[config.mk]
export PLATFORM = sky130hd
export DESIGN_NAME = fat_directory_cluster_classifier_flat
export DESIGN_NICKNAME = d
export VERILOG_FILES = /design/src/design/fdcc_pkg.sv /design/src/design/fdcc_entry_if.sv /design/src/design/fdcc_result_if.sv /design/src/design/fdcc_entry_check.sv /design/src/design/fat_directory_cluster_classifier.sv /design/src/flat_wrapper.sv
export SDC_FILE = /design/constraint.sdc
export NUM_CORES = 1
export LEC_CHECK = 0
export BUFFER_PORTS_ARGS = -buffer_cell sky130_fd_sc_hd__clkbuf_2
export CAP_MARGIN = 30
export CELL_PAD_IN_SITES_DETAIL_PLACEMENT = 1
export CELL_PAD_IN_SITES_GLOBAL_PLACEMENT = 2
export CORE_UTILIZATION = 38
export CTS_CLUSTER_DIAMETER = 50
export DETAILED_ROUTE_END_ITERATION = 8
export PLACE_DENSITY = 0.95
export SYNTH_ARGS = -nofsm -noshare
export SYNTH_HDL_FRONTEND = slang
export SYNTH_SLANG_ARGS = --single-unit
export TNS_END_PERCENT = 5
[constraint.sdc]
create_clock -name clk -period 6.9 [get_ports clk]
set_input_delay 0 -clock clk [delete_from_list [all_inputs] [get_ports clk]]
set_output_delay 0 -clock clk [all_outputs]
set_load 0.02 [all_outputs]
[src/design/fdcc_pkg.sv]
package fdcc_pkg;

  // Directory entry field values used by the checks.
  localparam logic [7:0] LONG_ATTR      = 8'h0F;
  localparam logic [7:0] FIRST_LONG_BIT = 8'h40;
  localparam logic [7:0] ORD_MASK       = 8'h3F;
  localparam logic [7:0] SPACE_BYTE     = 8'h20;
  localparam logic [7:0] TENTHS_LIMIT   = 8'd200;
  localparam logic [7:0] ATTR_RDONLY    = 8'h01;
  localparam logic [7:0] ATTR_HID       = 8'h02;
  localparam logic [7:0] ATTR_SYS       = 8'h04;
  localparam logic [7:0] ATTR_VOLUME    = 8'h08;
  localparam logic [7:0] ATTR_SUBDIR    = 8'h10;
  localparam logic [7:0] ATTR_ARC       = 8'h20;

  // Width of a long-name ordinal.
  localparam int unsigned ORD_W = 6;

  // Walk phase inside one cluster.
  typedef enum logic [1:0] {
    PH_NORMAL = 2'd0,
    PH_LONG   = 2'd1,
    PH_FREE   = 2'd2,
    PH_REJECT = 2'd3
  } phase_t;

  // Fields of one directory entry word.
  typedef struct packed {
    logic [7:0]  name_first;
    logic [7:0]  attr_bits;
    logic [7:0]  reserved_byte;
    logic [7:0]  create_tenths;
    logic [15:0] cluster_low;
    logic        last_entry;
  } entry_t;

  // Per-cluster walk state.
  typedef struct packed {
    phase_t             phase;
    logic [ORD_W-1:0]   remaining_long;
    logic               at_cluster_start;
  } walk_t;

  localparam walk_t WALK_RESET = '{
    phase:            PH_NORMAL,
    remaining_long:   '0,
    at_cluster_start: 1'b1
  };

  // True when the attribute is exactly one standard attribute bit.
  function automatic logic single_standard_attr(input logic [7:0] a);
    return (a == ATTR_RDONLY) || (a == ATTR_HID) || (a == ATTR_SYS) ||
           (a == ATTR_VOLUME) || (a == ATTR_SUBDIR) || (a == ATTR_ARC);
  endfunction

endpackage

[src/design/fdcc_entry_if.sv]
interface fdcc_entry_if;
  logic        valid;
  logic        ready;
  logic [7:0]  name_first;
  logic [7:0]  attr_bits;
  logic [7:0]  reserved_byte;
  logic [7:0]  create_tenths;
  logic [15:0] cluster_low;
  logic        last_entry;

  modport source (output valid, name_first, attr_bits, reserved_byte, create_tenths,
                  cluster_low, last_entry, input ready);
  modport sink   (input valid, name_first, attr_bits, reserved_byte, create_tenths,
                  cluster_low, last_entry, output ready);
endinterface

[src/design/fdcc_result_if.sv]
interface fdcc_result_if;
  logic valid;
  logic ready;
  logic is_directory;

  modport source (output valid, is_directory, input ready);
  modport sink   (input valid, is_directory, output ready);
endinterface

[src/design/fdcc_entry_check.sv]
module fdcc_entry_check (
  input  fdcc_pkg::walk_t  cur,
  input  fdcc_pkg::entry_t ent,
  output fdcc_pkg::walk_t  nxt
);
  import fdcc_pkg::*;

  logic [ORD_W-1:0] ord;
  logic [ORD_W-1:0] rem_dec;
  logic             short_ok;

  assign ord      = ent.name_first[ORD_W-1:0];
  assign rem_dec  = cur.remaining_long - ORD_W'(1);
  assign short_ok = (ent.reserved_byte == 8'd0) && (ent.create_tenths < TENTHS_LIMIT) &&
                    single_standard_attr(ent.attr_bits);

  // Next phase and expected ordinal for one entry.
  always_comb begin
    nxt = cur;
    if (cur.phase == PH_REJECT) begin
      nxt.phase = PH_REJECT;
    end else if (cur.at_cluster_start && (ent.name_first == 8'd0)) begin
      nxt.phase = PH_REJECT;
    end else begin
      case (cur.phase)
        PH_FREE: begin
          if (ent.name_first != 8'd0) nxt.phase = PH_REJECT;
        end
        PH_LONG: begin
          if ((ent.attr_bits != LONG_ATTR) || (ent.cluster_low != 16'd0) ||
              (ent.name_first != {{(8-ORD_W){1'b0}}, cur.remaining_long})) begin
            nxt.phase = PH_REJECT;
          end else begin
            nxt.remaining_long = rem_dec;
            nxt.phase          = (rem_dec == '0) ? PH_NORMAL : PH_LONG;
          end
        end
        PH_NORMAL: begin
          if (ent.name_first == SPACE_BYTE) begin
            nxt.phase = PH_REJECT;
          end else if (ent.name_first == 8'd0) begin
            nxt.phase = PH_FREE;
          end else if (ent.attr_bits == LONG_ATTR) begin
            // First stored entry of a long-name run carries the highest ordinal.
            if (((ent.name_first & FIRST_LONG_BIT) == 8'd0) || (ord == '0) ||
                (ent.cluster_low != 16'd0)) begin
              nxt.phase = PH_REJECT;
            end else if (ord == ORD_W'(1)) begin
              nxt.phase = PH_NORMAL;
            end else begin
              nxt.remaining_long = ord - ORD_W'(1);
              nxt.phase          = PH_LONG;
            end
          end else if (!short_ok) begin
            nxt.phase = PH_REJECT;
          end
        end
        default: nxt.phase = PH_REJECT;
      endcase
    end
  end

endmodule

[src/design/fat_directory_cluster_classifier.sv]
// Classifies one FAT cluster as a directory or not from its 32-byte entries,
// one entry word per cycle with last_entry set on the cluster's final entry.
// Only that final entry yields a result word, is_directory, which is 1 when
// every entry of the cluster passed the name, short-entry and long-name-run
// checks; a long-name run still open at the end of the cluster is accepted.
// Throughput is one entry per cycle while no held result stalls input: the
// walk state is a single register updated from the registered entry. The
// result is registered behind the entry register, and a held result only
// stalls input once the next cluster's final entry reaches the entry register.
module fat_directory_cluster_classifier (
  input logic           clk,
  input logic           rst,
  fdcc_entry_if.sink    entry,
  fdcc_result_if.source result
);
  import fdcc_pkg::*;

  logic   ent_valid;
  entry_t ent;
  walk_t  walk;
  walk_t  walk_step;
  logic   out_free;
  logic   ent_drain;
  logic   out_valid;
  logic   is_dir;

  // An entry moves on unless it must emit a result into an occupied slot.
  assign out_free    = !out_valid || result.ready;
  assign ent_drain   = ent_valid && (!ent.last_entry || out_free);
  assign entry.ready = !ent_valid || ent_drain;

  // Entry register.
  always_ff @(posedge clk) begin
    if (rst) begin
      ent_valid <= 1'b0;
    end else if (entry.ready) begin
      ent_valid <= entry.valid;
    end
  end

  always_ff @(posedge clk) begin
    if (entry.ready && entry.valid) begin
      ent <= '{
        name_first:    entry.name_first,
        attr_bits:     entry.attr_bits,
        reserved_byte: entry.reserved_byte,
        create_tenths: entry.create_tenths,
        cluster_low:   entry.cluster_low,
        last_entry:    entry.last_entry
      };
    end
  end

  fdcc_entry_check u_check (
    .cur (walk),
    .ent (ent),
    .nxt (walk_step)
  );

  // Walk state; the final entry of a cluster returns it to the start.
  always_ff @(posedge clk) begin
    if (rst) begin
      walk <= WALK_RESET;
    end else if (ent_drain) begin
      if (ent.last_entry) begin
        walk <= WALK_RESET;
      end else begin
        walk <= '{
          phase:            walk_step.phase,
          remaining_long:   walk_step.remaining_long,
          at_cluster_start: 1'b0
        };
      end
    end
  end

  // Result register.
  always_ff @(posedge clk) begin
    if (rst) begin
      out_valid <= 1'b0;
    end else if (ent_drain && ent.last_entry) begin
      out_valid <= 1'b1;
    end else if (result.ready) begin
      out_valid <= 1'b0;
    end
  end

  always_ff @(posedge clk) begin
    if (ent_drain && ent.last_entry) begin
      is_dir <= (walk_step.phase != PH_REJECT);
    end
  end

  assign result.valid        = out_valid;
  assign result.is_directory = is_dir;

  // A long-name run always has an ordinal still to come.
  a_long_has_ordinal: assert property (@(posedge clk) disable iff (rst)
    (walk.phase == PH_LONG) |-> (walk.remaining_long != '0))
    else $error("long-name run with zero expected ordinal");

  // The final entry of a cluster leaves the walk at a fresh cluster start.
  a_cluster_restart: assert property (@(posedge clk) disable iff (rst)
    (ent_drain && ent.last_entry) |=> (walk.at_cluster_start && (walk.phase == PH_NORMAL)))
    else $error("walk not restarted after final entry");

  // Any other entry clears the cluster start flag.
  a_start_cleared: assert property (@(posedge clk) disable iff (rst)
    (ent_drain && !ent.last_entry) |=> !walk.at_cluster_start)
    else $error("cluster start flag kept after an entry");

  // Input stalls only behind a final entry waiting on a held result.
  a_stall_cause: assert property (@(posedge clk) disable iff (rst)
    !entry.ready |-> (ent_valid && ent.last_entry && out_valid && !result.ready))
    else $error("input stalled without a held result");

  // A final entry that drains always produces a result word next cycle.
  a_result_made: assert property (@(posedge clk) disable iff (rst)
    (ent_drain && ent.last_entry) |=> out_valid)
    else $error("final entry produced no result");

endmodule
[src/flat_wrapper.sv]
// flat-port wrapper written by rule: the top's interface ports become plain ports
module fat_directory_cluster_classifier_flat import fdcc_pkg::*;
  (clk, rst, entry_valid, entry_name_first, entry_attr_bits, entry_reserved_byte, entry_create_tenths, entry_cluster_low, entry_last_entry, entry_ready, result_valid, result_is_directory, result_ready);
  fdcc_entry_if entry_i ();
  fdcc_result_if result_i ();
  input logic clk;
  input logic rst;
  input wire logic [$bits(entry_i.valid)-1:0] entry_valid;
  input wire logic [$bits(entry_i.name_first)-1:0] entry_name_first;
  input wire logic [$bits(entry_i.attr_bits)-1:0] entry_attr_bits;
  input wire logic [$bits(entry_i.reserved_byte)-1:0] entry_reserved_byte;
  input wire logic [$bits(entry_i.create_tenths)-1:0] entry_create_tenths;
  input wire logic [$bits(entry_i.cluster_low)-1:0] entry_cluster_low;
  input wire logic [$bits(entry_i.last_entry)-1:0] entry_last_entry;
  output wire logic [$bits(entry_i.ready)-1:0] entry_ready;
  output wire logic [$bits(result_i.valid)-1:0] result_valid;
  output wire logic [$bits(result_i.is_directory)-1:0] result_is_directory;
  input wire logic [$bits(result_i.ready)-1:0] result_ready;
  assign entry_i.valid = entry_valid;
  assign entry_i.name_first = entry_name_first;
  assign entry_i.attr_bits = entry_attr_bits;
  assign entry_i.reserved_byte = entry_reserved_byte;
  assign entry_i.create_tenths = entry_create_tenths;
  assign entry_i.cluster_low = entry_cluster_low;
  assign entry_i.last_entry = entry_last_entry;
  assign entry_ready = entry_i.ready;
  assign result_valid = result_i.valid;
  assign result_is_directory = result_i.is_directory;
  assign result_i.ready = result_ready;
  fat_directory_cluster_classifier u_core (.clk(clk), .rst(rst), .entry(entry_i), .result(result_i));
endmodule
==> qor.yml <==
finalMaxSlewViolations: 0
period_needed_ps: 2800
arrival_ps: 3060
yosysTopAreaCell: "edfxtp_1"
post_cts_buffers: 0
end_kind: "flip-flop"
synth_edf_count: 47
htree_levels: 3
fmax_mhz: 358
seq_area_mm2: 0.00163
fin_nets: 363
final.setup.tns_ps: 0
clk_latency_ps: 340
ys_types: 41
drc: 0
cts_tree: "yes"
synth_fp_nets: 253
die_area_mm2: 0.00689
cts_buffers: 9
yosys_register_bits: 58
final_cells: 386
crit_start: "u_core.ent[38]$_DFFE_PP_"
place_hpwl_um: 3920
rrSetupSlack_ps: 4100
cp_slowest_stage_delay_ps: 610
port_buffers: 52
root_buffer: "clkbuf_8"
fp.dieH_um: 83.0
dr.pass1.iters: 4
min_period_over_period_pct: 40.5
min_from: "result_ready"
grt_pass1_wl_um: 12600
diodes: 0
rows: 29
die_w_um: 83.0
relSlewSlack_pct: 32.0
tightest_slew_ps: 1020
nFillCells: 643
core_mm2: 0.00635
r2r-start: "u_core.ent[38]$_DFFE_PP_"
syn_area_mm2: 0.00249
p_leak_nw: 1.33
crit_fanout: 12
place.gp.congestion: 0.787
io_pins: 56
max_cap_viol_count: 0
worstSetupEndpoint: "u_core.walk[1]$_SDFFE_PP0P_"
drtIter0Drc: 135
viasPerCell: 5.38
status: "completed"
placed_cells: 320
fin_area_mm2: 0.00351
hp-class: "input port to flip-flop"
synth_top_area_share_pct: 56.6
p_per_area_mw_per_mm2: 214
wl_per_cell_um: 20.4
grt_usage_pct: 24.3
rsz0062_at_grt: "false"
yosysSeqAreaShare_pct: 65.4
start_util_pct: 39.3
grt_overflow: 0
grt_pass1_vias: 2310
syn_to_final_growth_pct: 40.6
cts.sinks: 58
grt_max_degree: 47
fin_skew_ps: 9.47
vias: 2076
routed_wl_um: 7890
final_util_pct: 55.2
clkTransAtPathRegs_ps: 60
holdWs_ps: 195
drtAntennaViolNets: 0
drive_above_1_share_pct: 23.0
synth.area.top_cells: "edfxtp_1 (57%), dfxtp_1 (8.8%), xor2_1 (2.8%)"
cp.required_ps: 7170
r2r_end: "u_core.walk[1]$_SDFFE_PP0P_"
antenna_found_initial: 0
layout_common_cells: "clkbuf_2 (52), dlygate4sd3_1 (50), edfxtp_1 (47)"
finalSetupViolations: 0
syn-instance-count: 195
setup.worst_path.class: "flip-flop to flip-flop"
ys_warn_count: 0
dpl_cell_area_mm2: 0.00284
finalHoldViolCount: 0
synthArstFlopShare_pct: 0
synth_top_flop_cell: "edfxtp_1"
final_common_cell: "clkbuf_2"
ir_worst_vdd_mv: 0.151
multi_input_area_um2: 820
cp-start-kind: "flip-flop"
clk_path_buf_depth: 2
reg2regPathDepth: 5
crit_slowest_cell: "or4_4"
postSynthAreaPerCell_um2: 12.8
crit_chain: "or4_4 > nor4_2 > o2111ai_1 > nand4b_1 > a21boi_1"
[state kept, by name (all words and copies together) (netlist names)]
name	cells
u_core.result.is_directory	1
u_core.walk	9
u_core.ent	46
u_core.ent_valid	1
u_core.result.valid	1
[synthesized netlist by cell type, types with 2 or more instances]
cell type,instances
nor4_1,10
xnor2_1,7
inv_1,8
and3_1,2
or3_1,2
o21ai_0,3
clkbuf_1,4
edfxtp_1,47
and2_1,2
xor2_1,8
ha_1,5
nor2_1,13
nand2_1,16
o21ai_1,6
dfxtp_1,11
o211ai_1,4
nor3_1,5
nand4_1,5
or2_1,2
a31oi_1,2
nand3_1,9
a21oi_1,5
[layer usage]
metal | vias to the layer above | part of all wire (%) | global-route usage, %
met2 | 76 | 53 | 42.0
met4 | 0 | 1.4 | 7.99
li1 | 956 | - | -
met1 | 1032 | 41 | 30.0
met5 | - | 0 | 0
met3 | 12 | 4.1 | 5.57
[logic make-up after synthesis]
| logic type | share of synthesized area (%) |
|---|---|
| flip-flops | 65.4 |
| AND/OR/NAND/NOR | 15.7 |
| buffers and inverters | 1.81 |
| AO/OA/AOI/OAI | 9.28 |
| XOR/XNOR | 5.27 |
| adder cells (fa/ha/maj) | 2.51 |
[worst max-delay path: cells and delay by family (launching register included)]
family / cells / cell delay [ps]
compound gates: 2 / 770
flops: 1 / 420
simple gates: 3 / 1530
[where the power goes]
part | switching, W | internal [W] | total [W]
clock network | 0.000138 | 0.000122 | 0.000260
logic | 0.0000354 | 0.0000409 | 0.0000763
registers | 0.0000146 | 0.000398 | 0.000413
total | 0.000188 | 0.000561 | 0.000749
[per-stage QoR]
stage / setup WS (ps) / power [W]
4_1_cts: 4230 / 0.000735
6_report: 4100 / 0.000749
2_1_floorplan: 4660 / 0.000440
3_5_place_dp: 4240 / 0.000465
5_1_grt: 3960 / 0.000770
3_3_place_gp: 4260 / 0.000461
[what timing repair did]
| item | CTS | global route |
|---|---|---|
| gates resized for setup | 0 | 0 |
| hold buffers | 50 | 0 |
| endpoints found under the setup margin | 0 | 0 |
| endpoints found under the hold margin | 48 | 0 |
[worst min-delay path by stage]
stage,slack [ps],cells past startpoint,to
finish,200,4,u_core.walk[0]$_SDFFE_PP1P_
global route,240,4,u_core.walk[0]$_SDFFE_PP1P_
CTS,160,4,u_core.walk[0]$_SDFFE_PP1P_
detailed placement,180,1,u_core.ent[48]$_DFFE_PP_
global placement,180,1,u_core.ent[0]$_DFFE_PP_
floorplan,70,1,u_core.ent_valid$_SDFFE_PP0N_
[cell type report]
cell class              instances  area share (%)
clock inverters                 6           0.714
inverters                       8           0.856
repair buffers                103            22.3
clock buffers                   9            3.53
multi-input cells             125            23.4
flip-flops and latches         58            46.5
well taps                      77            2.75
Power figures use the tool's default switching activity.
